<file path="src/rtl/core/endpoint_credit_flow_control_macros.svh">
// ----------------------------------------------------------------------------
// Endpoint credit flow control - assertion macros
// Shared concurrent assertion helpers; compiled out when ASSERT_OFF is set.
// ----------------------------------------------------------------------------
`ifndef ENDPOINT_CREDIT_FLOW_CONTROL_MACROS_SVH
`define ENDPOINT_CREDIT_FLOW_CONTROL_MACROS_SVH

`ifndef ASSERT_OFF
// same-cycle implication
`define ECFC_ASSERT_IMPLIES(label, clk, rst, pre, post) \
  label: assert property (@(posedge clk) disable iff (rst) (pre) |-> (post)) \
    else $error("assertion failed");
// next-cycle implication
`define ECFC_ASSERT_NEXT(label, clk, rst, pre, post) \
  label: assert property (@(posedge clk) disable iff (rst) (pre) |=> (post)) \
    else $error("assertion failed");
`else
`define ECFC_ASSERT_IMPLIES(label, clk, rst, pre, post)
`define ECFC_ASSERT_NEXT(label, clk, rst, pre, post)
`endif

`endif

</file>
<file path="src/rtl/core/ecfc_pkg.sv">
// ----------------------------------------------------------------------------
// ecfc_pkg
// Types, codes and constants shared by the credit flow control block.
// ----------------------------------------------------------------------------
`default_nettype none

package ecfc_pkg;

  // parameter defaults
  localparam int ENDPOINTS_DEF    = 12;
  localparam int MAX_FRAME_DEF    = 4096;
  localparam int HEADER_BYTES_DEF = 8;
  localparam int MIN_TRAILER_DEF  = 2;

  // fixed field widths
  localparam int CREDIT_W   = 16;
  localparam int MASK_W     = 12;
  localparam int CFG_W      = 16;
  localparam int CFG_ADDR_W = 2;
  localparam int TOTAL_W    = 17;   // payload + header bytes
  localparam int NUM_W      = 18;   // total + size - 1
  localparam int USED_W     = 17;
  localparam int DIV_CNT_W  = $clog2(NUM_W);
  localparam int S_TDATA_W  = 64;
  localparam int M_TDATA_W  = 64;

  // front/back queue
  localparam int Q_DEPTH = 2;
  localparam int Q_AW    = 1;
  localparam int Q_CNT_W = 2;

  // configuration register indexes
  localparam logic [CFG_ADDR_W-1:0] CFG_CREDIT_BYTES = 2'd0;
  localparam logic [CFG_ADDR_W-1:0] CFG_FLOW_MASK    = 2'd1;
  localparam logic [CFG_ADDR_W-1:0] CFG_WEDGED       = 2'd2;

  typedef enum logic [1:0] {
    KIND_SEND  = 2'd0,
    KIND_GRANT = 2'd1,
    KIND_RX    = 2'd2,
    KIND_NONE  = 2'd3
  } kind_t;

  typedef enum logic [3:0] {
    ST_OK          = 4'd0,
    ST_WEDGED      = 4'd1,
    ST_BAD_EP      = 4'd2,
    ST_NO_CREDITS  = 4'd3,
    ST_TOO_LONG    = 4'd4,
    ST_SHORT       = 4'd5,
    ST_BAD_TRAILER = 4'd6,
    ST_EMPTY       = 4'd7,
    ST_CONTROL     = 4'd8
  } status_t;

  // classified command, front to back
  typedef struct packed {
    kind_t                op;
    logic [7:0]           endpoint;
    status_t              status;    // everything but the credit check
    logic                 flow;
    logic [TOTAL_W-1:0]   total;
    logic [7:0]           grant;
    logic [15:0]          deliver;
  } cmd_t;

endpackage

`default_nettype wire

</file>
<file path="src/rtl/core/endpoint_credit_flow_control.sv">
// ----------------------------------------------------------------------------
// endpoint_credit_flow_control
// Per-endpoint transmit credit accounting and receive header checks.
// ----------------------------------------------------------------------------
// Usage:
//   s_* carries one item per beat: s_tuser is the item kind (send, credit
//   grant, receive header), s_tdata the fields. Every item yields exactly
//   one result beat on m_*, in order.
//   cfg_we/cfg_addr/cfg_data write credit_bytes, flow_enable_mask and
//   device_wedged; write them only while no item is in flight.
//   Path: grants, receive headers, unused kinds and sends that fail before
//   the credit check go from the queue through the execute state to the
//   result register; a flow-controlled send first runs the bit-serial
//   ceil((payload + header) / credit_bytes) divide. The executor handles
//   one item at a time.
//   A two-entry command queue sits between classifier and executor, so up
//   to two more items are taken while one executes or a result waits.
//   Reset: credit counts and sequence counters clear to zero, credit_bytes
//   returns to 1, all twelve flow bits set, wedge cleared.
//   Receiver stall: the result register holds its beat; the executor stops,
//   the queue fills, then s_tready drops.
// ----------------------------------------------------------------------------
`default_nettype none

module endpoint_credit_flow_control #(
  parameter int ENDPOINTS    = ecfc_pkg::ENDPOINTS_DEF,
  parameter int MAX_FRAME    = ecfc_pkg::MAX_FRAME_DEF,
  parameter int HEADER_BYTES = ecfc_pkg::HEADER_BYTES_DEF,
  parameter int MIN_TRAILER  = ecfc_pkg::MIN_TRAILER_DEF
) (
  input  logic                                clk,
  input  logic                                rst,
  // input items
  input  logic                                s_tvalid,
  output logic                                s_tready,
  // endpoint[7:0], payload_length[23:8], grant_credits[31:24],
  // trailer_flag[32], trailer_length[40:33], received_length[56:41], zero
  input  logic [ecfc_pkg::S_TDATA_W-1:0]      s_tdata,
  // kind[1:0]
  input  logic [1:0]                          s_tuser,
  // results
  output logic                                m_tvalid,
  input  logic                                m_tready,
  // status[3:0], sequence_number[11:4], credits_used[28:12],
  // credits_left[44:29], deliver_length[60:45], zero
  output logic [ecfc_pkg::M_TDATA_W-1:0]      m_tdata,
  // configuration writes
  input  logic                                cfg_we,
  input  logic [ecfc_pkg::CFG_ADDR_W-1:0]     cfg_addr,
  input  logic [ecfc_pkg::CFG_W-1:0]          cfg_data
);

  logic [ecfc_pkg::CREDIT_W-1:0]  credit_bytes;
  logic [ecfc_pkg::MASK_W-1:0]    flow_enable_mask;
  logic                           device_wedged;

  logic                           push;
  logic                           q_full;
  logic                           q_valid;
  logic                           q_pop;
  ecfc_pkg::cmd_t                 front_cmd;
  ecfc_pkg::cmd_t                 q_cmd;

  // configuration registers
  always_ff @(posedge clk) begin
    if (rst) begin
      credit_bytes     <= 16'd1;
      flow_enable_mask <= '1;
      device_wedged    <= 1'b0;
    end else if (cfg_we) begin
      unique case (cfg_addr)
        ecfc_pkg::CFG_CREDIT_BYTES: credit_bytes     <= cfg_data;
        ecfc_pkg::CFG_FLOW_MASK:    flow_enable_mask <= cfg_data[ecfc_pkg::MASK_W-1:0];
        ecfc_pkg::CFG_WEDGED:       device_wedged    <= cfg_data[0];
        default: ;  // unused index, ignored
      endcase
    end
  end

  // classify: all stateless checks
  ecfc_front #(
    .ENDPOINTS    (ENDPOINTS),
    .MAX_FRAME    (MAX_FRAME),
    .HEADER_BYTES (HEADER_BYTES),
    .MIN_TRAILER  (MIN_TRAILER)
  ) u_front (
    .s_tvalid         (s_tvalid),
    .s_tready         (s_tready),
    .s_tdata          (s_tdata),
    .s_tuser          (s_tuser),
    .flow_enable_mask (flow_enable_mask),
    .device_wedged    (device_wedged),
    .push             (push),
    .cmd              (front_cmd),
    .q_full           (q_full)
  );

  // command queue
  ecfc_queue u_queue (
    .clk       (clk),
    .rst       (rst),
    .push      (push),
    .in_cmd    (front_cmd),
    .full      (q_full),
    .out_valid (q_valid),
    .pop       (q_pop),
    .out_cmd   (q_cmd)
  );

  // execute: divide, credit and sequence update, result register
  ecfc_back #(
    .ENDPOINTS (ENDPOINTS)
  ) u_back (
    .clk          (clk),
    .rst          (rst),
    .q_valid      (q_valid),
    .q_cmd        (q_cmd),
    .q_pop        (q_pop),
    .credit_bytes (credit_bytes),
    .m_tvalid     (m_tvalid),
    .m_tready     (m_tready),
    .m_tdata      (m_tdata)
  );

endmodule

`default_nettype wire

</file>
<file path="src/rtl/core/ecfc_front.sv">
// ----------------------------------------------------------------------------
// ecfc_front
// Unpacks an input beat and runs every check that needs no endpoint state.
// ----------------------------------------------------------------------------
`default_nettype none

module ecfc_front #(
  parameter int ENDPOINTS    = ecfc_pkg::ENDPOINTS_DEF,
  parameter int MAX_FRAME    = ecfc_pkg::MAX_FRAME_DEF,
  parameter int HEADER_BYTES = ecfc_pkg::HEADER_BYTES_DEF,
  parameter int MIN_TRAILER  = ecfc_pkg::MIN_TRAILER_DEF
) (
  input  logic                              s_tvalid,
  output logic                              s_tready,
  input  logic [ecfc_pkg::S_TDATA_W-1:0]    s_tdata,
  input  logic [1:0]                        s_tuser,
  input  logic [ecfc_pkg::MASK_W-1:0]       flow_enable_mask,
  input  logic                              device_wedged,
  output logic                              push,
  output ecfc_pkg::cmd_t                    cmd,
  input  logic                              q_full
);

  logic [7:0]                    endpoint;
  logic [15:0]                   plen;
  logic [7:0]                    grant;
  logic                          tflag;
  logic [7:0]                    tlen;
  logic [15:0]                   rlen;
  logic [7:0]                    trailer;
  logic [15:0]                   remain;
  logic [ecfc_pkg::TOTAL_W-1:0]  total;
  logic                          ep_ok;
  logic                          flow;

  assign endpoint = s_tdata[7:0];
  assign plen     = s_tdata[23:8];
  assign grant    = s_tdata[31:24];
  assign tflag    = s_tdata[32];
  assign tlen     = s_tdata[40:33];
  assign rlen     = s_tdata[56:41];

  assign s_tready = !q_full;
  assign push     = s_tvalid && !q_full;

  assign total   = {1'b0, plen} + ecfc_pkg::TOTAL_W'(HEADER_BYTES);
  assign ep_ok   = endpoint < 8'(ENDPOINTS);
  // no mask bit above the mask width: flow control off there
  assign flow    = (endpoint < 8'(ecfc_pkg::MASK_W)) && flow_enable_mask[endpoint[3:0]];
  assign trailer = tflag ? tlen : 8'd0;
  assign remain  = plen - {8'd0, trailer};

  always_comb begin
    cmd          = '0;
    cmd.op       = ecfc_pkg::kind_t'(s_tuser);
    cmd.endpoint = endpoint;
    cmd.flow     = flow;
    cmd.total    = total;
    cmd.grant    = grant;
    cmd.status   = ecfc_pkg::ST_OK;
    unique case (ecfc_pkg::kind_t'(s_tuser))
      ecfc_pkg::KIND_SEND: begin
        if (device_wedged)  cmd.status = ecfc_pkg::ST_WEDGED;
        else if (!ep_ok)    cmd.status = ecfc_pkg::ST_BAD_EP;
      end
      ecfc_pkg::KIND_GRANT: begin
        if (!ep_ok) cmd.status = ecfc_pkg::ST_BAD_EP;
      end
      ecfc_pkg::KIND_RX: begin
        if (!ep_ok) begin
          cmd.status = ecfc_pkg::ST_BAD_EP;
        end else if (total > ecfc_pkg::TOTAL_W'(MAX_FRAME)) begin
          cmd.status = ecfc_pkg::ST_TOO_LONG;
        end else if (rlen < plen) begin
          cmd.status = ecfc_pkg::ST_SHORT;
        end else if (tflag && (tlen < 8'(MIN_TRAILER) || {8'd0, tlen} > plen)) begin
          cmd.status = ecfc_pkg::ST_BAD_TRAILER;
        end else if (remain == 16'd0) begin
          cmd.status = ecfc_pkg::ST_EMPTY;
        end else begin
          cmd.deliver = remain;
          cmd.status  = (endpoint == 8'd0) ? ecfc_pkg::ST_CONTROL : ecfc_pkg::ST_OK;
        end
      end
      default: ;
    endcase
  end

endmodule

`default_nettype wire

</file>
<file path="src/rtl/core/ecfc_queue.sv">
// ----------------------------------------------------------------------------
// ecfc_queue
// Short command FIFO decoupling the classifier from the executor.
// ----------------------------------------------------------------------------
`default_nettype none
`include "endpoint_credit_flow_control_macros.svh"

module ecfc_queue (
  input  logic            clk,
  input  logic            rst,
  input  logic            push,
  input  ecfc_pkg::cmd_t  in_cmd,
  output logic            full,
  output logic            out_valid,
  input  logic            pop,
  output ecfc_pkg::cmd_t  out_cmd
);

  ecfc_pkg::cmd_t                 entries [ecfc_pkg::Q_DEPTH];
  logic [ecfc_pkg::Q_AW-1:0]      wr_ptr;
  logic [ecfc_pkg::Q_AW-1:0]      rd_ptr;
  logic [ecfc_pkg::Q_CNT_W-1:0]   count;
  logic                           do_pop;

  assign full      = count == ecfc_pkg::Q_CNT_W'(ecfc_pkg::Q_DEPTH);
  assign out_valid = count != '0;
  assign out_cmd   = entries[rd_ptr];
  assign do_pop    = pop && out_valid;

  always_ff @(posedge clk) begin
    if (push) entries[wr_ptr] <= in_cmd;
  end

  always_ff @(posedge clk) begin
    if (rst) begin
      wr_ptr <= '0;
      rd_ptr <= '0;
      count  <= '0;
    end else begin
      if (push)   wr_ptr <= wr_ptr + 1'b1;
      if (do_pop) rd_ptr <= rd_ptr + 1'b1;
      if (push && !do_pop)      count <= count + 1'b1;
      else if (do_pop && !push) count <= count - 1'b1;
    end
  end

  `ECFC_ASSERT_IMPLIES(a_count_bound, clk, rst, 1'b1, count <= ecfc_pkg::Q_CNT_W'(ecfc_pkg::Q_DEPTH))
  `ECFC_ASSERT_NEXT(a_pop_drains, clk, rst, do_pop && !push, count == $past(count) - 1'b1)
  `ECFC_ASSERT_IMPLIES(a_no_push_full, clk, rst, full, !push)

endmodule

`default_nettype wire

</file>
<file path="src/rtl/core/ecfc_back.sv">
// ----------------------------------------------------------------------------
// ecfc_back
// Executes commands: credit divide, credit and sequence update, result beat.
// ----------------------------------------------------------------------------
`default_nettype none
`include "endpoint_credit_flow_control_macros.svh"

module ecfc_back #(
  parameter int ENDPOINTS = ecfc_pkg::ENDPOINTS_DEF
) (
  input  logic                              clk,
  input  logic                              rst,
  input  logic                              q_valid,
  input  ecfc_pkg::cmd_t                    q_cmd,
  output logic                              q_pop,
  input  logic [ecfc_pkg::CREDIT_W-1:0]     credit_bytes,
  output logic                              m_tvalid,
  input  logic                              m_tready,
  output logic [ecfc_pkg::M_TDATA_W-1:0]    m_tdata
);

  localparam int EP_W = (ENDPOINTS > 1) ? $clog2(ENDPOINTS) : 1;

  typedef enum logic [2:0] {
    S_IDLE = 3'b001,
    S_DIV  = 3'b010,
    S_EXEC = 3'b100
  } state_t;

  state_t                               state;
  ecfc_pkg::cmd_t                       cur;
  logic [15:0]                          credit_counts     [ENDPOINTS];
  logic [7:0]                           sequence_counters [ENDPOINTS];

  // divider
  logic [ecfc_pkg::NUM_W-1:0]           quot;
  logic [15:0]                          rem;
  logic [ecfc_pkg::DIV_CNT_W-1:0]       div_cnt;
  logic [15:0]                          size_eff;
  logic [16:0]                          shifted;
  logic [17:0]                          diff;
  logic                                 ge;
  logic [ecfc_pkg::NUM_W-1:0]           numer;
  logic                                 need_div;

  // execute
  logic [EP_W-1:0]                      ep_idx;
  logic [15:0]                          cred;
  logic [7:0]                           seqv;
  logic                                 out_free;
  logic                                 fire;
  logic                                 cred_we;
  logic [15:0]                          cred_wdata;
  logic                                 seq_we;
  logic [16:0]                          sum;
  ecfc_pkg::status_t                    res_status;
  logic [7:0]                           res_seq;
  logic [ecfc_pkg::USED_W-1:0]          res_used;
  logic [15:0]                          res_left;
  logic [15:0]                          res_deliver;

  // result register
  ecfc_pkg::status_t                    out_status;
  logic [7:0]                           out_seq;
  logic [ecfc_pkg::USED_W-1:0]          out_used;
  logic [15:0]                          out_left;
  logic [15:0]                          out_deliver;

  assign size_eff = (credit_bytes == '0) ? 16'd1 : credit_bytes;
  assign shifted  = {rem, quot[ecfc_pkg::NUM_W-1]};
  assign diff     = {1'b0, shifted} - {2'b00, size_eff};
  assign ge       = !diff[17];
  assign numer    = {1'b0, q_cmd.total} + ecfc_pkg::NUM_W'(size_eff) - 1'b1;
  assign need_div = q_cmd.op == ecfc_pkg::KIND_SEND && q_cmd.status == ecfc_pkg::ST_OK
                    && q_cmd.flow;

  assign q_pop    = state == S_IDLE;
  assign ep_idx   = cur.endpoint[EP_W-1:0];
  assign cred     = credit_counts[ep_idx];
  assign seqv     = sequence_counters[ep_idx];
  assign out_free = !m_tvalid || m_tready;
  assign fire     = state == S_EXEC && out_free;

  always_comb begin
    res_status  = cur.status;
    res_seq     = '0;
    res_used    = '0;
    res_left    = '0;
    res_deliver = '0;
    cred_we     = 1'b0;
    cred_wdata  = cred;
    seq_we      = 1'b0;
    sum         = {1'b0, cred} + {9'd0, cur.grant};
    case (cur.op)
      ecfc_pkg::KIND_SEND: begin
        if (cur.status == ecfc_pkg::ST_OK) begin
          if (cur.flow) res_used = quot[ecfc_pkg::USED_W-1:0];
          if (cur.flow && {1'b0, cred} < res_used) begin
            res_status = ecfc_pkg::ST_NO_CREDITS;
            res_left   = cred;
          end else begin
            cred_wdata = cred - res_used[15:0];
            cred_we    = cur.flow;
            res_seq    = seqv;
            seq_we     = 1'b1;
            res_left   = cred_wdata;
          end
        end
      end
      ecfc_pkg::KIND_GRANT: begin
        if (cur.status == ecfc_pkg::ST_OK) begin
          cred_wdata = sum[16] ? 16'hFFFF : sum[15:0];
          cred_we    = 1'b1;
          res_left   = cred_wdata;
        end
      end
      ecfc_pkg::KIND_RX: begin
        if (cur.status != ecfc_pkg::ST_BAD_EP) begin
          res_left    = cred;
          res_deliver = cur.deliver;
        end
      end
      default: ;
    endcase
  end

  always_ff @(posedge clk) begin
    if (rst) begin
      state <= S_IDLE;
    end else begin
      unique case (state)
        S_IDLE: if (q_valid) state <= need_div ? S_DIV : S_EXEC;
        S_DIV:  if (div_cnt == ecfc_pkg::DIV_CNT_W'(ecfc_pkg::NUM_W - 1)) state <= S_EXEC;
        S_EXEC: if (out_free) state <= S_IDLE;
        default: state <= S_IDLE;
      endcase
    end
  end

  always_ff @(posedge clk) begin
    if (state == S_IDLE && q_valid) begin
      cur     <= q_cmd;
      quot    <= numer;
      rem     <= '0;
      div_cnt <= '0;
    end else if (state == S_DIV) begin
      rem     <= ge ? diff[15:0] : shifted[15:0];
      quot    <= {quot[ecfc_pkg::NUM_W-2:0], ge};
      div_cnt <= div_cnt + 1'b1;
    end
  end

  always_ff @(posedge clk) begin
    if (rst) begin
      for (int i = 0; i < ENDPOINTS; i++) begin
        credit_counts[i]     <= '0;
        sequence_counters[i] <= '0;
      end
    end else if (fire) begin
      if (cred_we) credit_counts[ep_idx]     <= cred_wdata;
      if (seq_we)  sequence_counters[ep_idx] <= seqv + 1'b1;
    end
  end

  always_ff @(posedge clk) begin
    if (rst) begin
      m_tvalid <= 1'b0;
    end else if (fire) begin
      m_tvalid <= 1'b1;
    end else if (m_tready) begin
      m_tvalid <= 1'b0;
    end
  end

  always_ff @(posedge clk) begin
    if (fire) begin
      out_status  <= res_status;
      out_seq     <= res_seq;
      out_used    <= res_used;
      out_left    <= res_left;
      out_deliver <= res_deliver;
    end
  end

  assign m_tdata = {3'd0, out_deliver, out_left, out_used, out_seq, out_status};

  `ECFC_ASSERT_NEXT(a_exec_loads, clk, rst, fire, m_tvalid)
  `ECFC_ASSERT_IMPLIES(a_rem_bound, clk, rst, state == S_DIV, rem < size_eff)
  `ECFC_ASSERT_IMPLIES(a_seq_only_ok, clk, rst, m_tvalid && out_status != ecfc_pkg::ST_OK, out_seq == 8'd0)

endmodule

`default_nettype wire
</file>
<file path="config.mk">
export PLATFORM = sky130hd
export DESIGN_NAME = endpoint_credit_flow_control
export DESIGN_NICKNAME = d
export VERILOG_FILES = /design/src/rtl/core/ecfc_pkg.sv /design/src/rtl/core/endpoint_credit_flow_control.sv /design/src/rtl/core/ecfc_front.sv /design/src/rtl/core/ecfc_queue.sv /design/src/rtl/core/ecfc_back.sv
export VERILOG_INCLUDE_DIRS = /design/src /design/src/rtl/core
export SDC_FILE = /design/constraint.sdc
export NUM_CORES = 1
export LEC_CHECK = 0
export BUFFER_PORTS_ARGS = -buffer_cell sky130_fd_sc_hd__buf_4
export CAP_MARGIN = 5
export CORE_AREA = 2 2 304 276
export DETAILED_ROUTE_END_ITERATION = 10
export DIE_AREA = 0 0 306 278
export SYNTH_ARGS = -nofsm -noshare
export SYNTH_HDL_FRONTEND = slang
export SYNTH_SLANG_ARGS = --single-unit
</file>
<file path="constraint.sdc">
create_clock -name clk -period 12.5 [get_ports clk]
set_clock_uncertainty 0.15 [all_clocks]
set_input_delay 2.5 -clock clk [delete_from_list [all_inputs] [get_ports clk]]
set_output_delay 2.5 -clock clk [all_outputs]
set_load 0.01 [all_outputs]
</file>
==> impl_metrics.yaml, run 1 <==
status:
  outcome: "completed"
die:
  start_util_pct: 39.74
  row_count: 100
  die-area_sq_mm: 0.08507
  dieHeight_um: 278
  die_w_um: 306
  io_pins: 155
  fp.coreArea_sq_mm: 0.08195
synthesis:
  synth_edf_count: 602
  ys_types: 89
  synth-seq-cells: 665
  ys_warn_count: 0
  synth_cells: 2524
  ys_async_sr_fraction_pct: 0
  yosysTopAreaCellShare_pct: 55.50
  syn_area_per_cell_sq_um: 12.90
  synthFlopType: "edfxtp_1"
  ys_top_cells_by_area: "edfxtp_1, mux4_2, nor2_1"
  synth_top_cell_by_area: "edfxtp_1"
  synth_area_sq_mm: 0.03257
  yosysSeqAreaShare_pct: 59.37
timing:
  rsz0062_at_grt: "false"
  hold_viol_final: 0
  worst_slew_pin_slew_ns: 1.282
  post-route-period-util_pct: 68.63
  fmax_mhz: 116.6
  fin_crit_ns: 8.579
  holdWs_ns: 0.3156
  setup_violations: 0
  fin_setup_tns_ns: 0
  report.final.slew_viol_count: 0
  relSlewSlack_pct: 14.36
setup_path:
  path_buf_inv: 1
  worstPathArrival_ns: 8.64
  cp_max_fo: 49
  worstSetupPathType: "reg -> reg"
  endpoint_kind: "flip-flop"
  critical-path-top-delay-family: "simple AND/OR/NAND/NOR gates"
  slowest_delay_ns: 1.25
  cp-start-kind: "flip-flop"
  crit_chain: "buf_4 -> mux4_2 -> mux4_2 -> ha_1 -> nor2b_1 -> o2111ai_1 -> a311oi_1 -> nor3_1 -> o21ai_0 -> a31o_2 -> nand3_1 -> nand2b_1"
  worst_path_most_repeated_cell: "mux4_2"
  crit_required_ns: 12.56
  slowest_stage: "nand2b_1"
clock_network:
  holdBufCountCts: 0
  clk_pin_slew_ns: 0.06
  cts_buffers: 73
  cts_root_buf: "clkbuf_16"
  clock_path_buffers: 3
  ctsHtreeMaxLevel: 3
  post-cts-setup-buffers: 0
  clkSinkCount: 665
  cts_resized: 0
  cts_tree: "built"
  clkLatencyLatePin_ns: 0.61
cells_and_area:
  nNetsFinal: 2842
  fin_area_sq_mm: 0.03684
  area_growth_pct: 13.09
  mostFrequentLayoutCell: "edfxtp_1"
  instances_no_fill: 3767
  final_util_pct: 44.95
  drive_above_1_share_pct: 16.65
  layout_common_cells: "edfxtp_1, nor2_1, nand2_1"
  n_antenna_cell: 0
grt:
  grt-ovfl-total: 0
  grt_max_degree: 65
  grt_pass1_wl_um: 127500
  grt_pass1_vias: 20737
  antenna_found_initial: 2
  track_usage_pct: 19.80
drt:
  viasPerCell: 5.568
  wl_um: 85280
  drc: 0
  routedWlPerCell_um: 22.64
  vias: 20976
  ant_nets: 0
  first_pass_iters: 5
  drt_iter0_drc: 2039
placement:
  dp.cells: 3635
  port_buffers: 144
  place_congestion: 0.9119
  dp_hpwl_um: 60100
  place_area_sq_mm: 0.03457
hold_path:
  min_path_type: "reg -> reg"
power:
  p_leak_nw: 13.85
  peakVddDrop_mv: 0.1167
  power_density_mw_per_mm2: 240.0
run:
  maxCapViolations: 0
flip-flops by register name, summed over array words and instances (netlist names), named ones only:
register	count
u_queue.entries	104
device_wedged	1
u_back.div_cnt	5
u_back.m_tvalid	1
u_back.out_deliver	16
u_back.quot	18
u_back.sequence_counters	128
u_back.out_status	4
u_queue.rd_ptr	1
u_back.rem	16
u_back.credit_counts	256
u_back.cur	35
u_back.state	3
credit_bytes	16
u_back.out_used	17
u_back.out_left	16
flow_enable_mask	12
u_queue.wr_ptr	1
u_back.out_seq	8
u_queue.count	2
synth_stat cells, types with 13 or more instances:
master / n
edfxtp_1: 602
nor2_1: 374
nand2_1: 206
inv_1: 122
ha_1: 108
o21ai_0: 85
mux4_2: 84
clkbuf_1: 74
a21oi_1: 72
dfxtp_1: 63
nor3_1: 48
nand2b_1: 47
mux2_2: 46
nand3_1: 43
xnor2_1: 40
mux2i_1: 35
mux4_1: 33
buf_2: 32
and2_1: 31
xor2_1: 31
and3_1: 30
nor2b_1: 23
nand3b_1: 20
a21o_1: 19
nand4_1: 16
o211ai_1: 13
or3_1: 13
final timing paths:
kind	startpoint	endpoint	slack, ns	cells past startpoint
worst max-delay path	flip-flop	u_back.credit_counts[5][6]	3.92	12
worst min-delay path	flow_enable_mask[8]	flow_enable_mask[8]	0.32	2
worst max register to register	flip-flop	u_back.credit_counts[5][6]	3.92	12
worst min register to register	flow_enable_mask[8]	flow_enable_mask[8]	0.32	2
layer usage:
metal | track usage, % | vias to the layer above | part of all wire (%)
met2 | 31.29 | 764 | 46
li1 | - | 9600 | -
met3 | 4.599 | 145 | 8.2
met1 | 26.86 | 10465 | 43
met4 | 6.897 | 2 | 3.1
met5 | 0 | - | 0.016
stage by stage:
| step | power (mW) | setup WS, ns |
|---|---|---|
| after floorplan | 5.674 | 6.393 |
| after global placement | 6.654 | 4.143 |
| after detailed placement | 6.750 | 4.079 |
| after CTS | 8.838 | 4.030 |
| after global routing | 9.308 | 3.482 |
| final | 8.839 | 3.921 |
worst register-to-register path, cell delays in order, from the launching register on:
cell	delay, ns
dfxtp_4	0.97
buf_4	0.91
mux4_2	0.72
mux4_2	0.57
ha_1	0.32
nor2b_1	0.18
o2111ai_1	0.24
a311oi_1	0.44
nor3_1	0.15
o21ai_0	0.91
a31o_2	0.49
nand3_1	0.87
nand2b_1	1.26
area by class of cell:
class	instances	area, sq um
Timing Repair Buffer	173	1299
Tap cell	1071	1340
Clock inverter	40	356.6
Sequential cell	665	19350
Clock buffer	91	1904
Multi-Input combinational cell	1604	12130
Inverter	123	461.7
Fill cell	7321	45120
cell families after synthesis:
logic type,Yosys count,share of synthesized area [%]
compound gates,315,6.596
xor+xnor,72,1.959
fa+ha+maj,113,4.456
buf+inv,257,3.523
flops,665,59.37
mux,198,11.14
other cells,1,0.01151
simple gates,903,12.95
power by group:
| group | internal (mW) | switching [mW] | total (mW) |
|---|---|---|---|
| combinational | 1.32 | 2.38 | 3.70 |
| sequential | 2.84 | 0.233 | 3.07 |
| clock | 1.19 | 0.878 | 2.07 |
(Power assumes the default switching activity.)
==> inputs of run 2 (changes only) <==
--- a/config.mk
+++ b/config.mk
@@ -6,11 +6,12 @@
 export SDC_FILE = /design/constraint.sdc
 export NUM_CORES = 1
 export LEC_CHECK = 0
+export ABC_AREA = 1
 export BUFFER_PORTS_ARGS = -buffer_cell sky130_fd_sc_hd__buf_4
 export CAP_MARGIN = 5
-export CORE_AREA = 2 2 304 276
+export CORE_AREA = 2 2 308 280
 export DETAILED_ROUTE_END_ITERATION = 10
-export DIE_AREA = 0 0 306 278
+export DIE_AREA = 0 0 310 282
 export SYNTH_ARGS = -nofsm -noshare
 export SYNTH_HDL_FRONTEND = slang
 export SYNTH_SLANG_ARGS = --single-unit
==> constraint.sdc (replaced) <==
create_clock -name clk -period 7.1 [get_ports clk]
set_clock_uncertainty 0.15 [all_clocks]
set_input_delay 1.42 -clock clk [delete_from_list [all_inputs] [get_ports clk]]
set_output_delay 1.42 -clock clk [all_outputs]
set_load 0.01 [all_outputs]
==> run 2 against run 1 <==
Compared with the run above:
- clock power up 75%
- critical path depth up 7
- maximum frequency up 48%
- non-clock buffer count up 12
- sequential share of layout area down 1.0 points
- die area up 2.8%
- critical path type unchanged
- critical endpoint is now u_back.credit_counts[5][0]
==> impl_metrics.yaml, run 2 <==
timing:
  hold_viol_final: 0
  fin_crit_ns: 5.780
  fin_setup_tns_ns: 0
  fin_ws_ns: 1.320
  setup_violations: 0
  relSlewSlack_pct: 24.88
  rsz0062_at_grt: "false"
  report.final.slew_viol_count: 0
  post-route-period-util_pct: 81.41
  fmax_mhz: 173.0
  worst_slew_pin_slew_ns: 1.127
clock_network:
  holdBufCountCts: 0
  cts_root_buf: "clkbuf_16"
  cts_resized: 0
  cts_buffers: 71
  clkSinkCount: 665
  clkLatencyLatePin_ns: 0.64
  post-cts-setup-buffers: 0
  cts_tree: "built"
  clock_path_buffers: 3
  clk_pin_slew_ns: 0.06
  ctsHtreeMaxLevel: 3
hold_path:
  min_path_type: "reg -> reg"
  holdPathStages: 2
setup_path:
  endpoint_kind: "flip-flop"
  cp_max_fo: 46
  ff2ff_path_depth: 19
  worstPathArrival_ns: 5.80
  cp-start-kind: "flip-flop"
  crit_required_ns: 7.12
  worstSetupPathType: "reg -> reg"
die:
  start_util_pct: 39.84
  io_pins: 155
  die_w_um: 310
  fp.coreArea_sq_mm: 0.08391
  dieHeight_um: 282
  row_count: 101
  die-area_sq_mm: 0.08742
cells_and_area:
  nNetsFinal: 3687
  area_growth_pct: 12.38
  top_register: "u_back.credit_counts"
  n_antenna_cell: 0
  final_util_pct: 44.77
  largest_register_ffs: 256
  mostFrequentLayoutCell: "edfxtp_1"
  reg_top3: "u_back.credit_counts x256, u_back.sequence_counters x128, u_queue.entries x104"
  drive_above_1_share_pct: 13.14
  layout_common_cells: "edfxtp_1, nand2_1, nor2_1"
grt:
  antenna_found_initial: 2
  grt_pass1_vias: 22707
  grt-ovfl-total: 0
  track_usage_pct: 19.59
  grt_pass1_wl_um: 131700
  grt_max_degree: 111
power:
  p_leak_nw: 15.49
  power_density_mw_per_mm2: 447.4
  peakVddDrop_mv: 0.2020
synthesis:
  synth.most_common_cell: "edfxtp_1"
  ys_types: 58
  synth_top_family_by_area: "simple AND/OR/NAND/NOR gates"
  synth_area_sq_mm: 0.03343
  ys_async_sr_fraction_pct: 0
  synth_edf_count: 602
  ys_warn_count: 0
  synth.area.mux_share_pct: 1.602
  yosysTopAreaCellShare_pct: 54.08
  synth_top_cell_by_area: "edfxtp_1"
  synth-seq-cells: 665
  synthFlopType: "edfxtp_1"
  synthSimpleGateAreaFrac_pct: 17.45
  synth_compound_area_share_pct: 9.731
  ys_top_cells_by_area: "edfxtp_1, nand2_1, nor2_1"
  synth_cells: 3390
  synth_xor_area_share_pct: 1.752
  netlist_top_cells_count: "edfxtp_1, nand2_1, nor2_1"
  yosysSeqAreaShare_pct: 57.85
  syn_area_per_cell_sq_um: 9.861
  synthAdderAreaFrac_pct: 4.342
placement:
  place_ws_ns: 1.359
  port_buffers: 144
  dp_hpwl_um: 58520
  place_congestion: 0.8761
drt:
  viasPerCell: 5.119
  wl_um: 85450
  vias: 23918
  drt_iter0_drc: 2006
  ant_nets: 0
  routedWlPerCell_um: 18.29
  drc: 0
  first_pass_iters: 7
run:
  maxCapViolations: 0
status:
  outcome: "completed"
[run 2: cell types whose count changed in the layout (fill, tap and decap cells not counted), sizes merged, moves of 31 or more]
cell | previous run | this run
nand2b | 47 | 0
o21ai | 85 | 291
inv | 126 | 393
nor2 | 374 | 561
nand2 | 206 | 594
o221ai | 2 | 48
mux4 | 117 | 0
nand3 | 45 | 159
and2 | 31 | 0
a21oi | 73 | 134
[run 2: stage by stage]
stage	std cells	instance area (sq um)	hold slack, ns	power [mW]
2_1_floorplan	3392	33440	0.2736	11.07
3_3_place_gp	4545	35330	0.2812	13.13
3_5_place_dp	4545	35330	0.2873	13.20
4_1_cts	4672	37570	0.3008	16.84
5_1_grt	4672	37570	0.3240	17.95
6_report	4672	37570	0.2954	16.81
[run 2: power by group]
part,switching [mW],internal [mW]
logic,5.65,2.25
registers,0.220,5.07
clock network,1.57,2.05
total,7.44,9.37
[run 2: per-layer routing]
metal	part of all wire, %	track usage [%]
met5	0	0
met4	2.1	5.066
met3	6.9	3.104
met2	45	31.00
met1	46	28.04
[run 2: path summary, 6_finish.rpt]
| path | slack, ns | endpoint | startpoint |
|---|---|---|---|
| setup / recovery | 1.32 | u_back.credit_counts[5][0] | flip-flop |
| hold / removal | 0.30 | device_wedged | device_wedged |
| setup reg to reg | 1.32 | u_back.credit_counts[5][0] | flip-flop |
| hold reg to reg | 0.30 | device_wedged | device_wedged |
[run 2: kinds of logic (layout without fill, tap and decap cells)]
| kind of cell | after synthesis | in the layout |
|---|---|---|
| AO/OA/AOI/OAI | 563 | 563 |
| XOR/XNOR | 66 | 66 |
| adder cells (fa/ha/maj) | 113 | 113 |
| buffers and inverters | 553 | 700 |
| flip-flops | 665 | 665 |
| multiplexers | 50 | 50 |
| other | 1 | 3 |
| AND/OR/NAND/NOR | 1379 | 1379 |
[run 2: layout make-up]
| class | count | area (sq um) |
|---|---|---|
| clock buffers | 87 | 1878 |
| clock inverters | 40 | 361.6 |
| fillers | 8054 | 46340 |
| inverters | 388 | 1461 |
| multi-input cells | 2174 | 11700 |
| flip-flops and latches | 665 | 19350 |
| well taps | 1133 | 1418 |
| repair buffers | 185 | 1401 |
[run 2: worst max-delay path, stage by stage (launching register included)]
cell	delay (ns)
dfxtp_2	0.33
buf_4	0.49
buf_4	0.55
o21ai_0	0.17
o221ai_1	0.22
o211ai_1	0.18
nand2_1	0.34
ha_1	0.37
a21oi_1	0.23
o21ai_1	0.11
nand2_1	0.06
nand2_1	0.06
nand2_1	0.06
nand3_1	0.15
nand2_1	0.11
nand2_1	0.10
nand2_1	0.25
inv_2	0.16
nand2_1	0.53
nand2_1	0.70
